==> src/design/tdwl_pkg.sv <==
// Package for the task delay wakeup list: widths, defaults, result kinds and
// controller states. No dependencies.
`timescale 1ns / 1ps
`default_nettype none
package tdwl_pkg;

    localparam int MAX_TASKS_DEF   = 8;
    localparam int COUNT_WIDTH_DEF = 16;

    localparam int TASK_W  = 3;
    localparam int DELAY_W = 16;
    localparam int KIND_W  = 2;
    localparam int WCNT_W  = 4;

    typedef enum logic {
        OP_DELAY = 1'b0,
        OP_TICK  = 1'b1
    } op_t;

    typedef enum logic [KIND_W-1:0] {
        KIND_ACCEPT  = 2'd0,
        KIND_FULL    = 2'd1,
        KIND_RELEASE = 2'd2,
        KIND_NONE    = 2'd3
    } kind_t;

    typedef enum logic [1:0] {
        S_IDLE,
        S_WALK,
        S_EMIT_RD,
        S_EMIT_OUT
    } state_t;

endpackage
`default_nettype wire

==> src/design/task_delay_wakeup_list.sv <==
// Top level of the task delay wakeup list: entry memory, release buffer and
// the tick walk controller. Depends on tdwl_pkg.
//
//  channel | ports                                              | dir
//  --------+----------------------------------------------------+-----
//  request | s_valid s_ready s_op s_task_req s_delay_ticks      | in
//  result  | m_valid m_ready m_kind m_released_task             | out
//          | m_waiting_count m_last                             |
//
// A delay request's result is registered and appears in the cycle after the accept.
// A tick walks the stored entries through the registered-read entry memory,
// compacting the ones it keeps, then emits each released task through the
// release buffer by way of the EMIT_RD and EMIT_OUT states.
// Reset clears the tick counter and the entry count; memories need no clearing.
// A stalled result holds the controller; a new beat is taken only in idle.
`timescale 1ns / 1ps
`default_nettype none
module task_delay_wakeup_list #(
    parameter int MAX_TASKS   = tdwl_pkg::MAX_TASKS_DEF,
    parameter int COUNT_WIDTH = tdwl_pkg::COUNT_WIDTH_DEF
) (
    input  wire logic                         aclk,
    input  wire logic                         aresetn,
    input  wire logic                         s_valid,
    output logic                              s_ready,
    input  wire logic                         s_op,
    input  wire logic [tdwl_pkg::TASK_W-1:0]  s_task_req,
    input  wire logic [tdwl_pkg::DELAY_W-1:0] s_delay_ticks,
    output logic                              m_valid,
    input  wire logic                         m_ready,
    output logic [tdwl_pkg::KIND_W-1:0]       m_kind,
    output logic [tdwl_pkg::TASK_W-1:0]       m_released_task,
    output logic [tdwl_pkg::WCNT_W-1:0]       m_waiting_count,
    output logic                              m_last
);

    localparam int TW    = tdwl_pkg::TASK_W;
    localparam int DW    = tdwl_pkg::DELAY_W;
    localparam int CNTW  = $clog2(MAX_TASKS + 1);
    localparam int IDXW  = (MAX_TASKS > 1) ? $clog2(MAX_TASKS) : 1;
    localparam int ENTW  = TW + COUNT_WIDTH + 1;
    localparam int SUMW  = ((COUNT_WIDTH > DW) ? COUNT_WIDTH : DW) + 1;
    localparam int WCW   = tdwl_pkg::WCNT_W;

    tdwl_pkg::state_t state_reg, state_next;

    logic [COUNT_WIDTH-1:0] tick_reg, tick_next;
    logic [CNTW-1:0]        count_reg, count_next;
    logic [CNTW-1:0]        rd_ptr_reg, rd_ptr_next;
    logic [CNTW-1:0]        wr_ptr_reg, wr_ptr_next;
    logic [CNTW-1:0]        rel_cnt_reg, rel_cnt_next;
    logic [CNTW-1:0]        emit_ptr_reg, emit_ptr_next;
    logic                   rd_pend_reg, rd_pend_next;
    logic                   clr_reg, clr_next;

    logic                   m_valid_reg, m_valid_next;
    tdwl_pkg::kind_t        kind_reg, kind_next;
    logic [TW-1:0]          task_reg, task_next;
    logic [WCW-1:0]         wcnt_reg, wcnt_next;
    logic                   last_reg, last_next;

    logic [ENTW-1:0]        ent_mem [MAX_TASKS];
    logic [ENTW-1:0]        ent_rdata_reg;
    logic                   ent_we, ent_re;
    logic [IDXW-1:0]        ent_waddr, ent_raddr;
    logic [ENTW-1:0]        ent_wdata;

    logic [TW-1:0]          rel_mem [MAX_TASKS];
    logic [TW-1:0]          rel_rdata_reg;
    logic                   rel_we, rel_re;
    logic [IDXW-1:0]        rel_waddr, rel_raddr;

    logic                   s_fire, out_free;
    logic [SUMW-1:0]        wake_sum;
    logic [COUNT_WIDTH-1:0] tick_inc;
    logic [TW-1:0]          rd_task;
    logic [COUNT_WIDTH-1:0] rd_wake;
    logic                   rd_wrapped, keep;
    logic [CNTW-1:0]        count_inc, emit_inc;

    function automatic logic [WCW-1:0] to_wcnt(input logic [CNTW-1:0] c);
        logic [CNTW+WCW-1:0] wide;
        wide = {{WCW{1'b0}}, c};
        return wide[WCW-1:0];
    endfunction

    assign out_free = !m_valid_reg || m_ready;
    assign s_ready  = (state_reg == tdwl_pkg::S_IDLE) && out_free;
    assign s_fire   = s_valid && s_ready;

    assign wake_sum  = SUMW'(tick_reg) + SUMW'(s_delay_ticks);
    assign tick_inc  = tick_reg + 1'b1;
    assign count_inc = CNTW'(count_reg + 1'b1);
    assign emit_inc  = CNTW'(emit_ptr_reg + 1'b1);

    assign rd_task    = ent_rdata_reg[ENTW-1 -: TW];
    assign rd_wake    = ent_rdata_reg[COUNT_WIDTH:1];
    assign rd_wrapped = ent_rdata_reg[0] && !clr_reg;
    assign keep       = (rd_wake > tick_reg) || rd_wrapped;

    always_ff @(posedge aclk) begin
        if (!aresetn) begin
            state_reg   <= tdwl_pkg::S_IDLE;
            tick_reg    <= '0;
            count_reg   <= '0;
            rd_ptr_reg  <= '0;
            wr_ptr_reg  <= '0;
            rel_cnt_reg <= '0;
            emit_ptr_reg <= '0;
            rd_pend_reg <= 1'b0;
            clr_reg     <= 1'b0;
            m_valid_reg <= 1'b0;
        end else begin
            state_reg   <= state_next;
            tick_reg    <= tick_next;
            count_reg   <= count_next;
            rd_ptr_reg  <= rd_ptr_next;
            wr_ptr_reg  <= wr_ptr_next;
            rel_cnt_reg <= rel_cnt_next;
            emit_ptr_reg <= emit_ptr_next;
            rd_pend_reg <= rd_pend_next;
            clr_reg     <= clr_next;
            m_valid_reg <= m_valid_next;
        end
    end

    always_ff @(posedge aclk) begin
        kind_reg <= kind_next;
        task_reg <= task_next;
        wcnt_reg <= wcnt_next;
        last_reg <= last_next;
    end

    always_ff @(posedge aclk) begin
        if (ent_we) begin
            ent_mem[ent_waddr] <= ent_wdata;
        end
        if (ent_re) begin
            ent_rdata_reg <= ent_mem[ent_raddr];
        end
    end

    always_ff @(posedge aclk) begin
        if (rel_we) begin
            rel_mem[rel_waddr] <= rd_task;
        end
        if (rel_re) begin
            rel_rdata_reg <= rel_mem[rel_raddr];
        end
    end

    always_comb begin
        state_next    = state_reg;
        tick_next     = tick_reg;
        count_next    = count_reg;
        rd_ptr_next   = rd_ptr_reg;
        wr_ptr_next   = wr_ptr_reg;
        rel_cnt_next  = rel_cnt_reg;
        emit_ptr_next = emit_ptr_reg;
        rd_pend_next  = 1'b0;
        clr_next      = clr_reg;
        m_valid_next  = m_valid_reg && !m_ready;
        kind_next     = kind_reg;
        task_next     = task_reg;
        wcnt_next     = wcnt_reg;
        last_next     = last_reg;
        ent_we        = 1'b0;
        ent_re        = 1'b0;
        ent_waddr     = count_reg[IDXW-1:0];
        ent_raddr     = rd_ptr_reg[IDXW-1:0];
        ent_wdata     = {s_task_req, wake_sum[COUNT_WIDTH-1:0],
                         |wake_sum[SUMW-1:COUNT_WIDTH]};
        rel_we        = 1'b0;
        rel_re        = 1'b0;
        rel_waddr     = rel_cnt_reg[IDXW-1:0];
        rel_raddr     = emit_ptr_reg[IDXW-1:0];

        unique case (state_reg)
            tdwl_pkg::S_IDLE: begin
                if (s_fire) begin
                    if (s_op == tdwl_pkg::OP_DELAY) begin
                        m_valid_next = 1'b1;
                        last_next    = 1'b1;
                        if (count_reg >= CNTW'(MAX_TASKS)) begin
                            kind_next = tdwl_pkg::KIND_FULL;
                            task_next = '0;
                            wcnt_next = to_wcnt(count_reg);
                        end else begin
                            ent_we     = 1'b1;
                            count_next = count_inc;
                            kind_next  = tdwl_pkg::KIND_ACCEPT;
                            task_next  = s_task_req;
                            wcnt_next  = to_wcnt(count_inc);
                        end
                    end else begin
                        tick_next    = tick_inc;
                        clr_next     = (tick_inc == '0);
                        rd_ptr_next  = '0;
                        wr_ptr_next  = '0;
                        rel_cnt_next = '0;
                        state_next   = tdwl_pkg::S_WALK;
                    end
                end
            end
            tdwl_pkg::S_WALK: begin
                // read ahead, judge the entry read last cycle, compact kept ones
                if (rd_ptr_reg < count_reg) begin
                    ent_re       = 1'b1;
                    rd_ptr_next  = CNTW'(rd_ptr_reg + 1'b1);
                    rd_pend_next = 1'b1;
                end
                if (rd_pend_reg) begin
                    if (keep) begin
                        ent_we      = 1'b1;
                        ent_waddr   = wr_ptr_reg[IDXW-1:0];
                        ent_wdata   = {rd_task, rd_wake, rd_wrapped};
                        wr_ptr_next = CNTW'(wr_ptr_reg + 1'b1);
                    end else begin
                        rel_we       = 1'b1;
                        rel_cnt_next = CNTW'(rel_cnt_reg + 1'b1);
                    end
                end
                if (!(rd_ptr_reg < count_reg) && !rd_pend_reg) begin
                    count_next    = wr_ptr_reg;
                    emit_ptr_next = '0;
                    if (rel_cnt_reg == '0) begin
                        m_valid_next = 1'b1;
                        kind_next    = tdwl_pkg::KIND_NONE;
                        task_next    = '0;
                        wcnt_next    = to_wcnt(wr_ptr_reg);
                        last_next    = 1'b1;
                        state_next   = tdwl_pkg::S_IDLE;
                    end else begin
                        state_next = tdwl_pkg::S_EMIT_RD;
                    end
                end
            end
            tdwl_pkg::S_EMIT_RD: begin
                rel_re     = 1'b1;
                state_next = tdwl_pkg::S_EMIT_OUT;
            end
            tdwl_pkg::S_EMIT_OUT: begin
                if (out_free) begin
                    m_valid_next  = 1'b1;
                    kind_next     = tdwl_pkg::KIND_RELEASE;
                    task_next     = rel_rdata_reg;
                    wcnt_next     = to_wcnt(count_reg);
                    last_next     = (emit_inc == rel_cnt_reg);
                    emit_ptr_next = emit_inc;
                    state_next    = (emit_inc == rel_cnt_reg) ? tdwl_pkg::S_IDLE
                                                              : tdwl_pkg::S_EMIT_RD;
                end
            end
            default: begin
                state_next = tdwl_pkg::S_IDLE;
            end
        endcase
    end

    assign m_valid         = m_valid_reg;
    assign m_kind          = kind_reg;
    assign m_released_task = task_reg;
    assign m_waiting_count = wcnt_reg;
    assign m_last          = last_reg;

    a_count_bound: assert property (@(posedge aclk) disable iff (!aresetn)
        count_reg <= CNTW'(MAX_TASKS))
        else $error("entry count above list depth");

    a_walk_balance: assert property (@(posedge aclk) disable iff (!aresetn)
        (state_reg == tdwl_pkg::S_WALK) |->
        (CNTW'(rel_cnt_reg + wr_ptr_reg + CNTW'(rd_pend_reg)) == rd_ptr_reg))
        else $error("walk lost or duplicated an entry");

    a_walk_no_output: assert property (@(posedge aclk) disable iff (!aresetn)
        (state_reg == tdwl_pkg::S_WALK) |-> !m_valid_reg)
        else $error("result pending during walk");

    a_compact_behind: assert property (@(posedge aclk) disable iff (!aresetn)
        (state_reg == tdwl_pkg::S_WALK) |-> (wr_ptr_reg <= rd_ptr_reg))
        else $error("compaction write overtook read");

    a_last_idle: assert property (@(posedge aclk) disable iff (!aresetn)
        (m_valid && m_ready && m_last) |-> (state_reg == tdwl_pkg::S_IDLE))
        else $error("final beat taken while controller busy");

endmodule
`default_nettype wire
==> config.mk <==
export PLATFORM = sky130hd
export DESIGN_NAME = task_delay_wakeup_list
export DESIGN_NICKNAME = d
export VERILOG_FILES = /design/src/design/tdwl_pkg.sv /design/src/design/task_delay_wakeup_list.sv
export SDC_FILE = /design/constraint.sdc
export NUM_CORES = 1
export LEC_CHECK = 0
export ABC_AREA = 1
export BUFFER_PORTS_ARGS = -buffer_cell sky130_fd_sc_hd__buf_4
export CELL_PAD_IN_SITES_DETAIL_PLACEMENT = 1
export CELL_PAD_IN_SITES_GLOBAL_PLACEMENT = 2
export CORE_MARGIN = 1
export CORE_UTILIZATION = 41
export DETAILED_ROUTE_END_ITERATION = 12
export PLACE_DENSITY_LB_ADDON = 0.1
export SLEW_MARGIN = 20
export SYNTH_ARGS = -nofsm -noshare
export SYNTH_HDL_FRONTEND = slang
export SYNTH_SLANG_ARGS = --single-unit
==> constraint.sdc <==
create_clock -name aclk -period 4.1 [get_ports aclk]
set_clock_uncertainty 0.1 [all_clocks]
set_input_delay 0.205 -clock aclk [delete_from_list [all_inputs] [get_ports aclk]]
set_output_delay 0.205 -clock aclk [all_outputs]
set_load 0.01 [all_outputs]
==> impl_metrics.tcl <==
set metrics [dict create \
    status "finished clean" \
    drt_drc_violations_left 0 \
    crit_path_category "reg2reg" \
    postSynthNetCount 1281 \
    detail_route.wirelength_um 32390 \
    clock_path_buffers 3 \
    postCtsResizedCells 0 \
    synth-seq-area-share 0.6072 \
    post_route_cells_drive_above_1_share 0.09438 \
    critical_path.reg2reg.endpoint "ent_mem[7][2]" \
    place_worst_setup_slack_ps 719.6 \
    ant_nets 0 \
    drtIter0Drc 506 \
    whs_endpoint "m_valid" \
    grt_start_max_net_pins 82 \
    dieWidth_um 173.7 \
    finalSetupViolCount 0 \
    final_nets 1331 \
    arrival_ps 3470 \
    postCtsSetupRepairBufs 0 \
    mean_area_per_synthesized_cell_um2 9.995 \
    worst_max_slew_margin_expressed_relative_to_the_limit 0.3013 \
    first_global_vias 8969 \
    io_pins 36 \
    number_of_buffers_inserted_during_clock_tree_synthesis 29 \
    total_number_of_placement_rows 62 \
    power.leakage_nw 5.111 \
    hold_path.class "in2reg" \
    syn_to_final_growth_pct 14.46 \
    path_common_cell "sky130_fd_sc_hd__nand2_1" \
    rr_startpoint "tick_reg[11]" \
    grt_pass1_wl_um 51700 \
    worst-path-max-fanout 27 \
    synth.distinct_cells 38 \
    tritoncts "built" \
    netlist_instances 1209 \
    clock_pin_slew_of_the_registers_on_the_worst_case_setup_and_hold_paths_ps 60 \
    worstMarginPinSlew_ps 1037 \
    maxCapViolations 0 \
    hold_path_startpoint "s_valid" \
    groute.usage.overall 0.2198 \
    routed-via-count 8835 \
    floorplan.die_area_um2 30160 \
    ys_warn_count 0 \
    final_cell_area_um2 13830 \
    hold_ws_ps 64.94 \
    largest_reg_flops 160 \
    finalHoldViolCount 0 \
    path_delay_family "simple AND/OR/NAND/NOR gates" \
    gr-total-overflow 0 \
    worstPathRequired_ps 4230 \
    synth_top_cell_by_area "sky130_fd_sc_hd__edfxtp_1" \
    layout_setup_ws_ps 754.2 \
    layout.cells.most_common "sky130_fd_sc_hd__nor2_1" \
    worst_skew_pair.late_latency_ps 560 \
    rsz0062_at_grt "no" \
    worst_vdd_ir_uv 377.9 \
    setup-tns-final_ps 0 \
    hpwl_um 22520 \
    synth_seq_cells 258 \
    final_period_minus_worst_setup_slack_ps 3346 \
    antenna_violations_before_repair 0 \
    cts_root_buf "sky130_fd_sc_hd__clkbuf_16" \
    syn_area_um2 12080 \
    antennaDiodeCount 0 \
    clock_sinks 258 \
    cp_num_buf_inv 3 \
    start_kind "flip-flop" \
    core-area_um2 28860 \
    die_h_um 173.7 \
    pwr_density_cell_nw_per_um2 618.1 \
    initial_utilization 0.4187 \
    cp_slowest_stage_delay_ps 440 \
    post_drt_wl_per_cell_um 19.44 \
    post_drt_via_cell_ratio 5.303 \
    place.gp.congestion 0.8103 \
    worstSetupEndpointType "flip-flop" \
    timing.hold.worst_path_depth 3 \
    fmax_ghz 0.2989 \
    clock_tree.htree_level_count 1 \
    reg2reg_setup_slack_ps 750 \
    commonest_cells_after_routing_fill_and_taps_aside "224 x sky130_fd_sc_hd__nor2_1, 217 x sky130_fd_sc_hd__edfxtp_1, 165 x sky130_fd_sc_hd__nand2_1" \
    netlist.area_leader.share 0.5392 \
    yosys-top-cells-area "sky130_fd_sc_hd__edfxtp_1 54%, sky130_fd_sc_hd__nor2_1 7.2%, sky130_fd_sc_hd__dfxtp_1 6.8%" \
    worst-r2r-cell-count 14 \
    critical-path-slowest-cell "sky130_fd_sc_hd__dfxtp_1" \
    slew_violations 0 \
    place.port_buffers 35 \
    sequence_of_cells_on_the_critical_path "inv_1, ha_1, nand4_1, nor3_1, nand2_1, nand2_1, nand2_1, nand2_1, nand2_2, buf_4, nand2_1, nand3_1, nor2_2, buf_4" \
    dpl-instance-area_um2 12850 \
    drt-pass1-iter-count 5 \
    final_min_period_over_clock_period 0.8160 \
]
-- layout make-up --
type                            count  area [um^2]
Tap cell                          384        480.5
Clock inverter                     16        171.4
Sequential cell                   258         7338
Clock buffer                       38        759.5
Fill cell                        3246        15030
Inverter                           88        330.3
Multi-Input combinational cell    819         4267
Timing Repair Buffer               63        485.5
-- synth_stat cells (all sizes together) --
master and n:
a221oi 1, nand3b 1, o22ai 23, a311oi 1
o21ai 143, a211oi 6, clkinv 5, o21a 1
buf 9, inv 83, a21o 2, clkbuf 35
fa 1, dfxtp 41, ha 47, a21boi 2
nor3 9, o221ai 4, xor2 20, edfxtp 217
nand2 167, nand3 54, nor2 236, o211ai 4
xnor2 9, a31oi 23, or2 1, a21oi 49
o21bai 2, o31ai 1, nand4 12
-- metrics by stage --
stage                       util  instances  total power [W]
final                     0.4793       1666         0.008550
after global routing      0.4793       1666         0.009064
after CTS                 0.4793       1666         0.008642
after detailed placement  0.4453       1607         0.006071
after global placement    0.4453       1607         0.006016
after floorplan                -       1209         0.005140
-- cell families after synthesis --
group,count (synthesis),share of synthesized area
AOI/OAI and AO/OA,262,0.1189
xor gates and xnor gates,29,0.02102
adders and majority gates,48,0.05032
buffers and inverters,132,0.04142
DFF,258,0.6072
and+or+nand+nor,480,0.1612
-- what timing repair did --
item | in CTS | in global routing
hold endpoints to repair | 20 | 0
endpoints found under the setup margin | 0 | 0
hold buffers | 5 | 0
-- metal layers --
| metal | vias to the layer above | track usage | part of all wire | wire (um) |
|---|---|---|---|---|
| li1 | 4331 | - | - | - |
| met1 | 4305 | 0.3411 | 0.52 | 16820 |
| met2 | 149 | 0.3246 | 0.42 | 13730 |
| met3 | 50 | 0.02478 | 0.034 | 1106 |
| met4 | 0 | 0.05738 | 0.023 | 731 |
| met5 | - | 0 | 0 | 0 |
-- worst min-delay path: stages --
cell,delay (ps)
sky130_fd_sc_hd__buf_4,90
sky130_fd_sc_hd__a311oi_1,80
sky130_fd_sc_hd__a221oi_1,270
-- power breakdown --
group,switching (W),total [W],leakage [nW],internal (W)
clock network,0.00104,0.00254,0.455,0.00150
registers,0.000167,0.00357,2.30,0.00340
logic,0.00170,0.00244,2.36,0.000734
-- worst max path at each step --
stage	from	endpoint	slack, ps	cells after the start
after detailed placement	tick_reg[4]	ent_mem[7][3]	720	16
final	tick_reg[11]	ent_mem[7][2]	750	14
after floorplan	tick_reg[5]	ent_mem[2][0]	950	16
after CTS	tick_reg[4]	ent_mem[7][4]	710	16
after global placement	tick_reg[4]	ent_mem[6][2]	790	16
after global routing	tick_reg[11]	ent_mem[3][15]	360	11
(Power assumes the default switching activity.)
